--- config.mk ---
export PLATFORM = sky130hd
export DESIGN_NAME = bc1_block_decoder_core
export DESIGN_NICKNAME = d
export VERILOG_FILES = /design/src/rtl/bc1_pkg.sv /design/src/rtl/bc1_expand.sv /design/src/rtl/bc1_palette.sv /design/src/rtl/bc1_serialize.sv /design/src/rtl/bc1_block_decoder_core.sv
export SDC_FILE = /design/constraint.sdc
export NUM_CORES = 1
export LEC_CHECK = 0
export BUFFER_PORTS_ARGS = -buffer_cell sky130_fd_sc_hd__buf_2
export CORE_MARGIN = 8
export CORE_UTILIZATION = 55
export CTS_CLUSTER_DIAMETER = 150
export DETAILED_ROUTE_END_ITERATION = 12
export HOLD_SLACK_MARGIN = 0.03
export PLACE_DENSITY = 0.73
export SYNTH_ARGS = -nofsm -noshare
export SYNTH_HDL_FRONTEND = slang
export SYNTH_SLANG_ARGS = --single-unit
--- constraint.sdc ---
create_clock -name i_clk -period 12.9 [get_ports i_clk]
set_input_delay 0 -clock i_clk [delete_from_list [all_inputs] [get_ports i_clk]]
set_output_delay 0 -clock i_clk [all_outputs]
set_load 0.02 [all_outputs]
--- src/rtl/bc1_pkg.sv ---
// Shared types, constants and widening functions of the BC1 block decoder.
// Used by the expand, palette and serialize stages and by the top level.
package bc1_pkg;

    localparam int ColorW     = 16;
    localparam int ChanW      = 8;
    localparam int NumEntries = 4;
    localparam int PixPerBlock = 16;
    localparam int SelW       = $clog2(NumEntries);
    localparam int PixW       = $clog2(PixPerBlock);
    localparam int IdxW       = PixPerBlock * SelW;
    localparam int PosW       = 2;

    localparam int ChanMax  = 255;
    localparam int Div31Mul   = 8457;
    localparam int Div31Shift = 18;
    localparam int Div63Mul   = 16645;
    localparam int Div63Shift = 20;
    localparam int Div3Mul  = 683;
    localparam int Div3Shift = 11;

    localparam logic [ChanW-1:0] Opaque      = ChanW'(ChanMax);
    localparam logic [ChanW-1:0] Transparent = '0;
    localparam logic [PixW-1:0]  LastPix     = PixW'(PixPerBlock - 1);

    typedef struct packed {
        logic [ChanW-1:0] r;
        logic [ChanW-1:0] g;
        logic [ChanW-1:0] b;
    } t_rgb8;

    typedef struct packed {
        logic [ChanW-1:0] r;
        logic [ChanW-1:0] g;
        logic [ChanW-1:0] b;
        logic [ChanW-1:0] a;
    } t_rgba;

    typedef struct packed {
        t_rgb8           end_a;
        t_rgb8           end_b;
        logic            four_color;
        logic [IdxW-1:0] idx;
    } t_ends;

    typedef struct packed {
        t_rgba [NumEntries-1:0] entry;
        logic [IdxW-1:0]        idx;
    } t_pal;

    // Exact floor of v * 255 / 31 through a reciprocal multiplication.
    function automatic logic [ChanW-1:0] widen5(input logic [4:0] v);
        logic [12:0] p;
        logic [26:0] q;
        begin
            p = 13'(v) * 13'(ChanMax);
            q = 27'(p) * 27'(Div31Mul);
            return ChanW'(q >> Div31Shift);
        end
    endfunction

    // Exact floor of v * 255 / 63 through a reciprocal multiplication.
    function automatic logic [ChanW-1:0] widen6(input logic [5:0] v);
        logic [13:0] p;
        logic [28:0] q;
        begin
            p = 14'(v) * 14'(ChanMax);
            q = 29'(p) * 29'(Div63Mul);
            return ChanW'(q >> Div63Shift);
        end
    endfunction

    // Exact floor of x / 3 for x below 768; larger quotients do not fit the 8-bit result.
    function automatic logic [ChanW-1:0] div3(input logic [9:0] x);
        logic [19:0] p;
        begin
            p = 20'(x) * 20'(Div3Mul);
            return ChanW'(p >> Div3Shift);
        end
    endfunction

    function automatic t_rgb8 unpack565(input logic [ColorW-1:0] c);
        t_rgb8 res;
        begin
            res.r = widen5(c[15:11]);
            res.g = widen6(c[10:5]);
            res.b = widen5(c[4:0]);
            return res;
        end
    endfunction

endpackage

--- src/rtl/bc1_expand.sv ---
// First pipeline stage: widens both RGB565 endpoints to 8-bit channels.
// Depends on bc1_pkg.
module bc1_expand (
    input  logic                         i_clk,
    input  logic                         i_rst_n,
    input  logic                         i_valid,
    output logic                         o_ready,
    input  logic [bc1_pkg::ColorW-1:0]   i_color_a,
    input  logic [bc1_pkg::ColorW-1:0]   i_color_b,
    input  logic [bc1_pkg::IdxW-1:0]     i_index_bits,
    output logic                         o_valid,
    input  logic                         i_ready,
    output bc1_pkg::t_ends               o_ends
);
    import bc1_pkg::*;

    logic  r_valid;
    t_ends r_ends;
    t_ends n_ends;
    logic  w_load;

    assign o_ready = !r_valid || i_ready;
    assign w_load  = i_valid && o_ready;

    always_comb begin
        n_ends.end_a      = unpack565(i_color_a);
        n_ends.end_b      = unpack565(i_color_b);
        n_ends.four_color = i_color_a > i_color_b;
        n_ends.idx        = i_index_bits;
    end

    always_ff @(posedge i_clk) begin
        if (!i_rst_n) begin
            r_valid <= 1'b0;
        end else if (o_ready) begin
            r_valid <= i_valid;
        end
    end

    always_ff @(posedge i_clk) begin
        if (w_load) begin
            r_ends <= n_ends;
        end
    end

    assign o_valid = r_valid;
    assign o_ends  = r_ends;

endmodule

--- src/rtl/bc1_palette.sv ---
// Second pipeline stage: builds the four-entry RGBA palette from the endpoints.
// Depends on bc1_pkg.
module bc1_palette (
    input  logic            i_clk,
    input  logic            i_rst_n,
    input  logic            i_valid,
    output logic            o_ready,
    input  bc1_pkg::t_ends  i_ends,
    output logic            o_valid,
    input  logic            i_ready,
    output bc1_pkg::t_pal   o_pal
);
    import bc1_pkg::*;

    logic r_valid;
    t_pal r_pal;
    t_pal n_pal;
    logic w_load;

    function automatic logic [ChanW-1:0] third(input logic [ChanW-1:0] near,
                                               input logic [ChanW-1:0] far);
        logic [9:0] s;
        begin
            s = {1'b0, near, 1'b0} + 10'(far);
            return div3(s);
        end
    endfunction

    function automatic logic [ChanW-1:0] half(input logic [ChanW-1:0] x,
                                              input logic [ChanW-1:0] y);
        logic [ChanW:0] s;
        begin
            s = {1'b0, x} + {1'b0, y};
            return s[ChanW:1];
        end
    endfunction

    assign o_ready = !r_valid || i_ready;
    assign w_load  = i_valid && o_ready;

    always_comb begin
        n_pal.idx        = i_ends.idx;
        n_pal.entry[0].r = i_ends.end_a.r;
        n_pal.entry[0].g = i_ends.end_a.g;
        n_pal.entry[0].b = i_ends.end_a.b;
        n_pal.entry[0].a = Opaque;
        n_pal.entry[1].r = i_ends.end_b.r;
        n_pal.entry[1].g = i_ends.end_b.g;
        n_pal.entry[1].b = i_ends.end_b.b;
        n_pal.entry[1].a = Opaque;
        if (i_ends.four_color) begin
            n_pal.entry[2].r = third(i_ends.end_a.r, i_ends.end_b.r);
            n_pal.entry[2].g = third(i_ends.end_a.g, i_ends.end_b.g);
            n_pal.entry[2].b = third(i_ends.end_a.b, i_ends.end_b.b);
            n_pal.entry[2].a = Opaque;
            n_pal.entry[3].r = third(i_ends.end_b.r, i_ends.end_a.r);
            n_pal.entry[3].g = third(i_ends.end_b.g, i_ends.end_a.g);
            n_pal.entry[3].b = third(i_ends.end_b.b, i_ends.end_a.b);
            n_pal.entry[3].a = Opaque;
        end else begin
            n_pal.entry[2].r = half(i_ends.end_a.r, i_ends.end_b.r);
            n_pal.entry[2].g = half(i_ends.end_a.g, i_ends.end_b.g);
            n_pal.entry[2].b = half(i_ends.end_a.b, i_ends.end_b.b);
            n_pal.entry[2].a = Opaque;
            n_pal.entry[3].r = Transparent;
            n_pal.entry[3].g = Transparent;
            n_pal.entry[3].b = Transparent;
            n_pal.entry[3].a = Transparent;
        end
    end

    always_ff @(posedge i_clk) begin
        if (!i_rst_n) begin
            r_valid <= 1'b0;
        end else if (o_ready) begin
            r_valid <= i_valid;
        end
    end

    always_ff @(posedge i_clk) begin
        if (w_load) begin
            r_pal <= n_pal;
        end
    end

    assign o_valid = r_valid;
    assign o_pal   = r_pal;

endmodule

--- src/rtl/bc1_serialize.sv ---
// Third stage and output register: walks the sixteen pixels of one block.
// Depends on bc1_pkg.
module bc1_serialize (
    input  logic                       i_clk,
    input  logic                       i_rst_n,
    input  logic                       i_valid,
    output logic                       o_ready,
    input  bc1_pkg::t_pal              i_pal,
    output logic                       o_valid,
    input  logic                       i_ready,
    output logic [bc1_pkg::ChanW-1:0]  o_red,
    output logic [bc1_pkg::ChanW-1:0]  o_green,
    output logic [bc1_pkg::ChanW-1:0]  o_blue,
    output logic [bc1_pkg::ChanW-1:0]  o_alpha,
    output logic [bc1_pkg::PosW-1:0]   o_pixel_col,
    output logic [bc1_pkg::PosW-1:0]   o_pixel_row,
    output logic                       o_last_pixel
);
    import bc1_pkg::*;

    t_pal              r_pal;
    logic              r_busy;
    logic [PixW-1:0]   r_cnt;
    logic              r_out_valid;
    t_rgba             r_pix;
    logic [PixW-1:0]   r_pos;
    logic              r_last;
    logic              w_adv;
    logic              w_emit;
    logic              w_at_last;
    logic              w_load;
    logic [SelW-1:0]   w_sel;

    assign w_adv     = !r_out_valid || i_ready;
    assign w_emit    = r_busy && w_adv;
    assign w_at_last = r_cnt == LastPix;
    assign o_ready   = !r_busy || (w_emit && w_at_last);
    assign w_load    = i_valid && o_ready;
    assign w_sel     = r_pal.idx[{r_cnt, 1'b0} +: SelW];

    always_ff @(posedge i_clk) begin
        if (!i_rst_n) begin
            r_busy      <= 1'b0;
            r_cnt       <= '0;
            r_out_valid <= 1'b0;
        end else begin
            if (w_load) begin
                r_busy <= 1'b1;
                r_cnt  <= '0;
            end else if (w_emit) begin
                if (w_at_last) begin
                    r_busy <= 1'b0;
                end
                r_cnt <= r_cnt + 1'b1;
            end
            if (w_adv) begin
                r_out_valid <= w_emit;
            end
        end
    end

    always_ff @(posedge i_clk) begin
        if (w_load) begin
            r_pal <= i_pal;
        end
        if (w_emit) begin
            r_pix  <= r_pal.entry[w_sel];
            r_pos  <= r_cnt;
            r_last <= w_at_last;
        end
    end

    assign o_valid      = r_out_valid;
    assign o_red        = r_pix.r;
    assign o_green      = r_pix.g;
    assign o_blue       = r_pix.b;
    assign o_alpha      = r_pix.a;
    assign o_pixel_col  = r_pos[PosW-1:0];
    assign o_pixel_row  = r_pos[PixW-1:PosW];
    assign o_last_pixel = r_last;

endmodule

--- src/rtl/bc1_block_decoder_core.sv ---
// BC1 (DXT1) block decoder. One transfer on the input side carries an 8-byte
// block (two RGB565 endpoints and sixteen 2-bit selectors); the output side then
// gives its sixteen RGBA pixels in row-major order, one per transfer, with column,
// row and a flag on the sixteenth. The sustained rate is set by the single pixel output,
// which delivers one pixel per cycle while the consumer keeps ready high. The first
// pixel of a block is presented after it has passed the endpoint widening stage, the
// palette stage, the pixel walker and the output register. Up to two further blocks
// are held in the stages ahead of the walker, so input transfers continue while
// pixels drain.
module bc1_block_decoder_core (
    input  logic                       i_clk,
    input  logic                       i_rst_n,
    input  logic                       i_valid,
    output logic                       o_ready,
    input  logic [bc1_pkg::ColorW-1:0] i_color_a,
    input  logic [bc1_pkg::ColorW-1:0] i_color_b,
    input  logic [bc1_pkg::IdxW-1:0]   i_index_bits,
    output logic                       o_valid,
    input  logic                       i_ready,
    output logic [bc1_pkg::ChanW-1:0]  o_red,
    output logic [bc1_pkg::ChanW-1:0]  o_green,
    output logic [bc1_pkg::ChanW-1:0]  o_blue,
    output logic [bc1_pkg::ChanW-1:0]  o_alpha,
    output logic [bc1_pkg::PosW-1:0]   o_pixel_col,
    output logic [bc1_pkg::PosW-1:0]   o_pixel_row,
    output logic                       o_last_pixel
);
    import bc1_pkg::*;

    logic  w_ends_valid;
    logic  w_ends_ready;
    t_ends w_ends;
    logic  w_pal_valid;
    logic  w_pal_ready;
    t_pal  w_pal;

    bc1_expand u_expand (
        .i_clk        (i_clk),
        .i_rst_n      (i_rst_n),
        .i_valid      (i_valid),
        .o_ready      (o_ready),
        .i_color_a    (i_color_a),
        .i_color_b    (i_color_b),
        .i_index_bits (i_index_bits),
        .o_valid      (w_ends_valid),
        .i_ready      (w_ends_ready),
        .o_ends       (w_ends)
    );

    bc1_palette u_palette (
        .i_clk   (i_clk),
        .i_rst_n (i_rst_n),
        .i_valid (w_ends_valid),
        .o_ready (w_ends_ready),
        .i_ends  (w_ends),
        .o_valid (w_pal_valid),
        .i_ready (w_pal_ready),
        .o_pal   (w_pal)
    );

    bc1_serialize u_serialize (
        .i_clk        (i_clk),
        .i_rst_n      (i_rst_n),
        .i_valid      (w_pal_valid),
        .o_ready      (w_pal_ready),
        .i_pal        (w_pal),
        .o_valid      (o_valid),
        .i_ready      (i_ready),
        .o_red        (o_red),
        .o_green      (o_green),
        .o_blue       (o_blue),
        .o_alpha      (o_alpha),
        .o_pixel_col  (o_pixel_col),
        .o_pixel_row  (o_pixel_row),
        .o_last_pixel (o_last_pixel)
    );

endmodule

==> run_results.csv <==
group,metric,value,unit
cells_and_area,layout.nets,4640,
synth,synth.ff_latch_count,377,
critical_path,arrival_time_at_the_worst_endpoint,7950,ps
cells_and_area,most_common_library_cell_in_the_layout_ignoring_fill_and_taps,"sky130_fd_sc_hd__ha_1",
critical_path,critPathRequiredTime,13160,ps
clock_tree,tritoncts,"built",
synth,synth_fa_ha_area_share,44.6,%
timing,timing_max_transition_violations_final,0,
synth,synthesis.area_per_instance,11.8,µm²
routing,drt_iter0_drc,940,
routing,route.final.wire_length,72.2,mm
cells_and_area,final_util,60.0,%
placement,numPortBuffers,106,
run_status,run_status,"completed",
timing,timing_worst_slew_pin_value,1150,ps
timing,finalClockSkew,17.3,ps
routing,wire_length_on_met3,2.67,mm
critical_path,worstSetupStartpoint,"i_color_b[8]",
cells_and_area,fraction_of_layout_cells_with_a_size_suffix_above_1,6.11,%
clock_tree,clock_input_transition_at_the_sequential_cells_of_the_worst_setup_and_hold_paths,60,ps
routing,drt_pre_antenna_iters,5,
routing,route.detailed.wl_per_inst,16.8,µm
timing,setup_viol,0,
floorplan,die-height,278,µm
placement,preCtsSetupSlack,4670,ps
timing,timing.final.crit_period,7680,ps
synth,synth_xor_xnor_area_share,4.49,%
synth,synth.yosys.seq_area_share,29.7,%
timing,layout_setup_ws,5220,ps
critical_path,critical_path.reg2reg.startpoint,"u_expand.o_ends[49]",
timing,max_transition_margin,23.3,%
routing,post-route-drc-count,0,
routing,via_per_inst,5.51,
clock_tree,cts_max_path_buffers,3,
synth,synthDistinctLibCells,69,
clock_tree,cts_root_buffer,"sky130_fd_sc_hd__clkbuf_16",
synth,post_synth_and_or_nand_nor_area_fraction,5.56,%
cells_and_area,fillers,5368,
synth,synthesis.yosys.warnings,0,
critical_path,critical_path.most_common_cell,"sky130_fd_sc_hd__ha_1",
floorplan,initial_utilization,55.4,%
cells_and_area,area_of_the_multi_input_gates,0.0247,mm²
floorplan,ios,107,
global_routing,number_of_global_route_vias_before_repair,24800,
hold_path,start_point_of_the_worst_hold_path,"i_index_bits[31]",
global_routing,grt_resource_usage_total,19.0,%
timing,max_clk_rate,130,MHz
global_routing,global_route_wire_length_before_repair,122,mm
synth,syn_inst,3213,
timing,grt_setup_unrepaired,"false",
clock_tree,cts_setup_buffers,0,
critical_path,timing.critical_path.slowest_stage_cell,"sky130_fd_sc_hd__fa_1",
routing,top_routing_layer_in_use,"met5",
floorplan,design.die.area,0.0774,mm²
critical_path,crit_fanout,5,
hold_path,hold_path.class,"primary input to flop",
global_routing,overflow,0,
clock_tree,insertion_delay,530,ps
critical_path,cp_slowest_stage_delay,680,ps
timing,finalCritPeriodShare,59.6,%
critical_path,type_of_element_capturing_the_critical_path,"flop",
synth,synth_compound_gate_area_share,7.89,%
flow_run,max_cap_violations,0,
synth,syn_area,0.0378,mm²
timing,finalSetupTns,0,ps
routing,drt.antenna.violating_nets,0,
routing,met2WireLength,33.4,mm
synth,yosys_most_used_dff,"sky130_fd_sc_hd__edfxtp_1",
global_routing,largest_net_degree_at_the_start_of_global_routing,70,
routing,detail_route.wirelength.met1,34.9,mm
placement,dp.final_hpwl,58.9,mm
clock_tree,numCtsBuffers,37,
floorplan,core,0.0683,mm²
synth,synth_enable_flop_cells,369,
floorplan,dieWidth,278,µm
clock_tree,ctsHtreeMaxLevel,2,
synth,portion_of_netlist_area_occupied_by_mux_cells,2.57,%
global_routing,grt_antenna_before_repair,3,
routing,num_vias,23700,
timing,timing.final.hold_violations,0,
synth,synth_fp_nets,4475,
cells_and_area,synthToLayoutAreaGrowth,8.40,%
critical_path,cp_startpoint_kind,"primary input",
floorplan,std_cell_rows,96,
cells_and_area,sequential_cell_area,0.0112,mm²
synth,main_combinational_cell_family_by_area_after_synthesis,"adder cells",
cells_and_area,layout.cells.most_common_list,"sky130_fd_sc_hd__ha_1, sky130_fd_sc_hd__inv_1, sky130_fd_sc_hd__edfxtp_1, sky130_fd_sc_hd__fa_1, sky130_fd_sc_hd__a21oi_1",
clock_tree,clock-sinks,377,
placement,gp_congestion,0.879,
critical_path,crit_type,"primary input to flop",
synth,async_reset_ff_share,0,%
==> Yosys cell counts, drive strengths merged, types with 24 or more instances <==
master / n / share of area, %
nor2: 110 / 1.1
o21ai: 96 / 1.3
nor3: 37 / 0.49
a21oi: 144 / 1.9
xor2: 72 / 1.7
nor2b: 32 / 0.53
and2: 27 / 0.45
inv: 480 / 4.8
o21a: 48 / 0.95
nand3: 36 / 0.48
edfxtp: 369 / 29
ha: 936 / 31
a21o: 46 / 0.91
mux4: 34 / 2.1
xnor2: 122 / 2.8
nand2: 103 / 1.0
fa: 258 / 14
a211oi: 24 / 0.48
==> worst paths after layout <==
kind,endpoint,slack (ps),cells past startpoint
worst max-delay path,u_expand.o_ends[48],5220,31
worst min-delay path,u_expand.o_ends[31],200,2
worst max register to register,u_palette.o_pal[159],5950,24
worst min register to register,u_serialize.r_pal[121],410,0
==> kinds of logic after synthesis <==
group,count (synthesis)
adder cells (fa/ha/maj),1194
buffers and inverters,503
AO/OA/AOI/OAI,467
AND/OR/NAND/NOR,428
flip-flops,377
XOR/XNOR,194
multiplexers,50
==> metrics by stage <==
step	hold WS, ps	area (µm²)	instances
after global routing	204	41000	4288
after global placement	179	39400	4186
after detailed placement	180	39400	4186
final	203	41000	4291
after CTS	176	41000	4288
after floorplan	98.9	37800	3213
==> cell type report <==
type | instances | area share (%)
Multi-Input combinational cell | 2333 | 60.2
Sequential cell | 377 | 27.4
Inverter | 480 | 4.39
Tap cell | 882 | 2.69
Clock buffer | 43 | 2.42
Timing Repair Buffer | 149 | 2.29
Clock inverter | 24 | 0.607
Antenna cell | 3 | 0.0183
==> flip-flops by register name, summed over array words and instances, names as in the netlist <==
name and cells:
u_expand.o_valid 1, u_serialize.o_last_pixel 1, u_serialize.o_red 8, u_serialize.r_cnt 4, u_serialize.r_pos 4, u_serialize.o_blue 8, u_expand.o_ends 81, u_serialize.r_busy 1
u_palette.o_pal 129, u_serialize.o_valid 1, u_serialize.o_alpha 1, u_palette.o_valid 1, u_serialize.r_pal 129, u_serialize.o_green 8
==> metal layers <==
layer | vias to the layer above | GRT usage [%]
met5 | - | 0
met4 | 2 | 3.30
met3 | 86 | 2.03
met2 | 390 | 32.3
met1 | 11400 | 26.5
li1 | 11800 | -
==> what timing repair did <==
item,in CTS,in global routing
resized for setup,0,0
hold endpoints to repair,40,0
hold buffers,35,0
==> critical path, delay by kind of cell <==
kind                       cells  cell delay, ps
AOI/OAI and AO/OA              9            1990
adders and majority gates     11            4340
buffers and inverters          6             560
xor gates and xnor gates       2             550
and+or+nand+nor                3             480
Power is not shown: default switching activity piles up to over one toggle a cycle in this logic, so the estimate is an artifact.
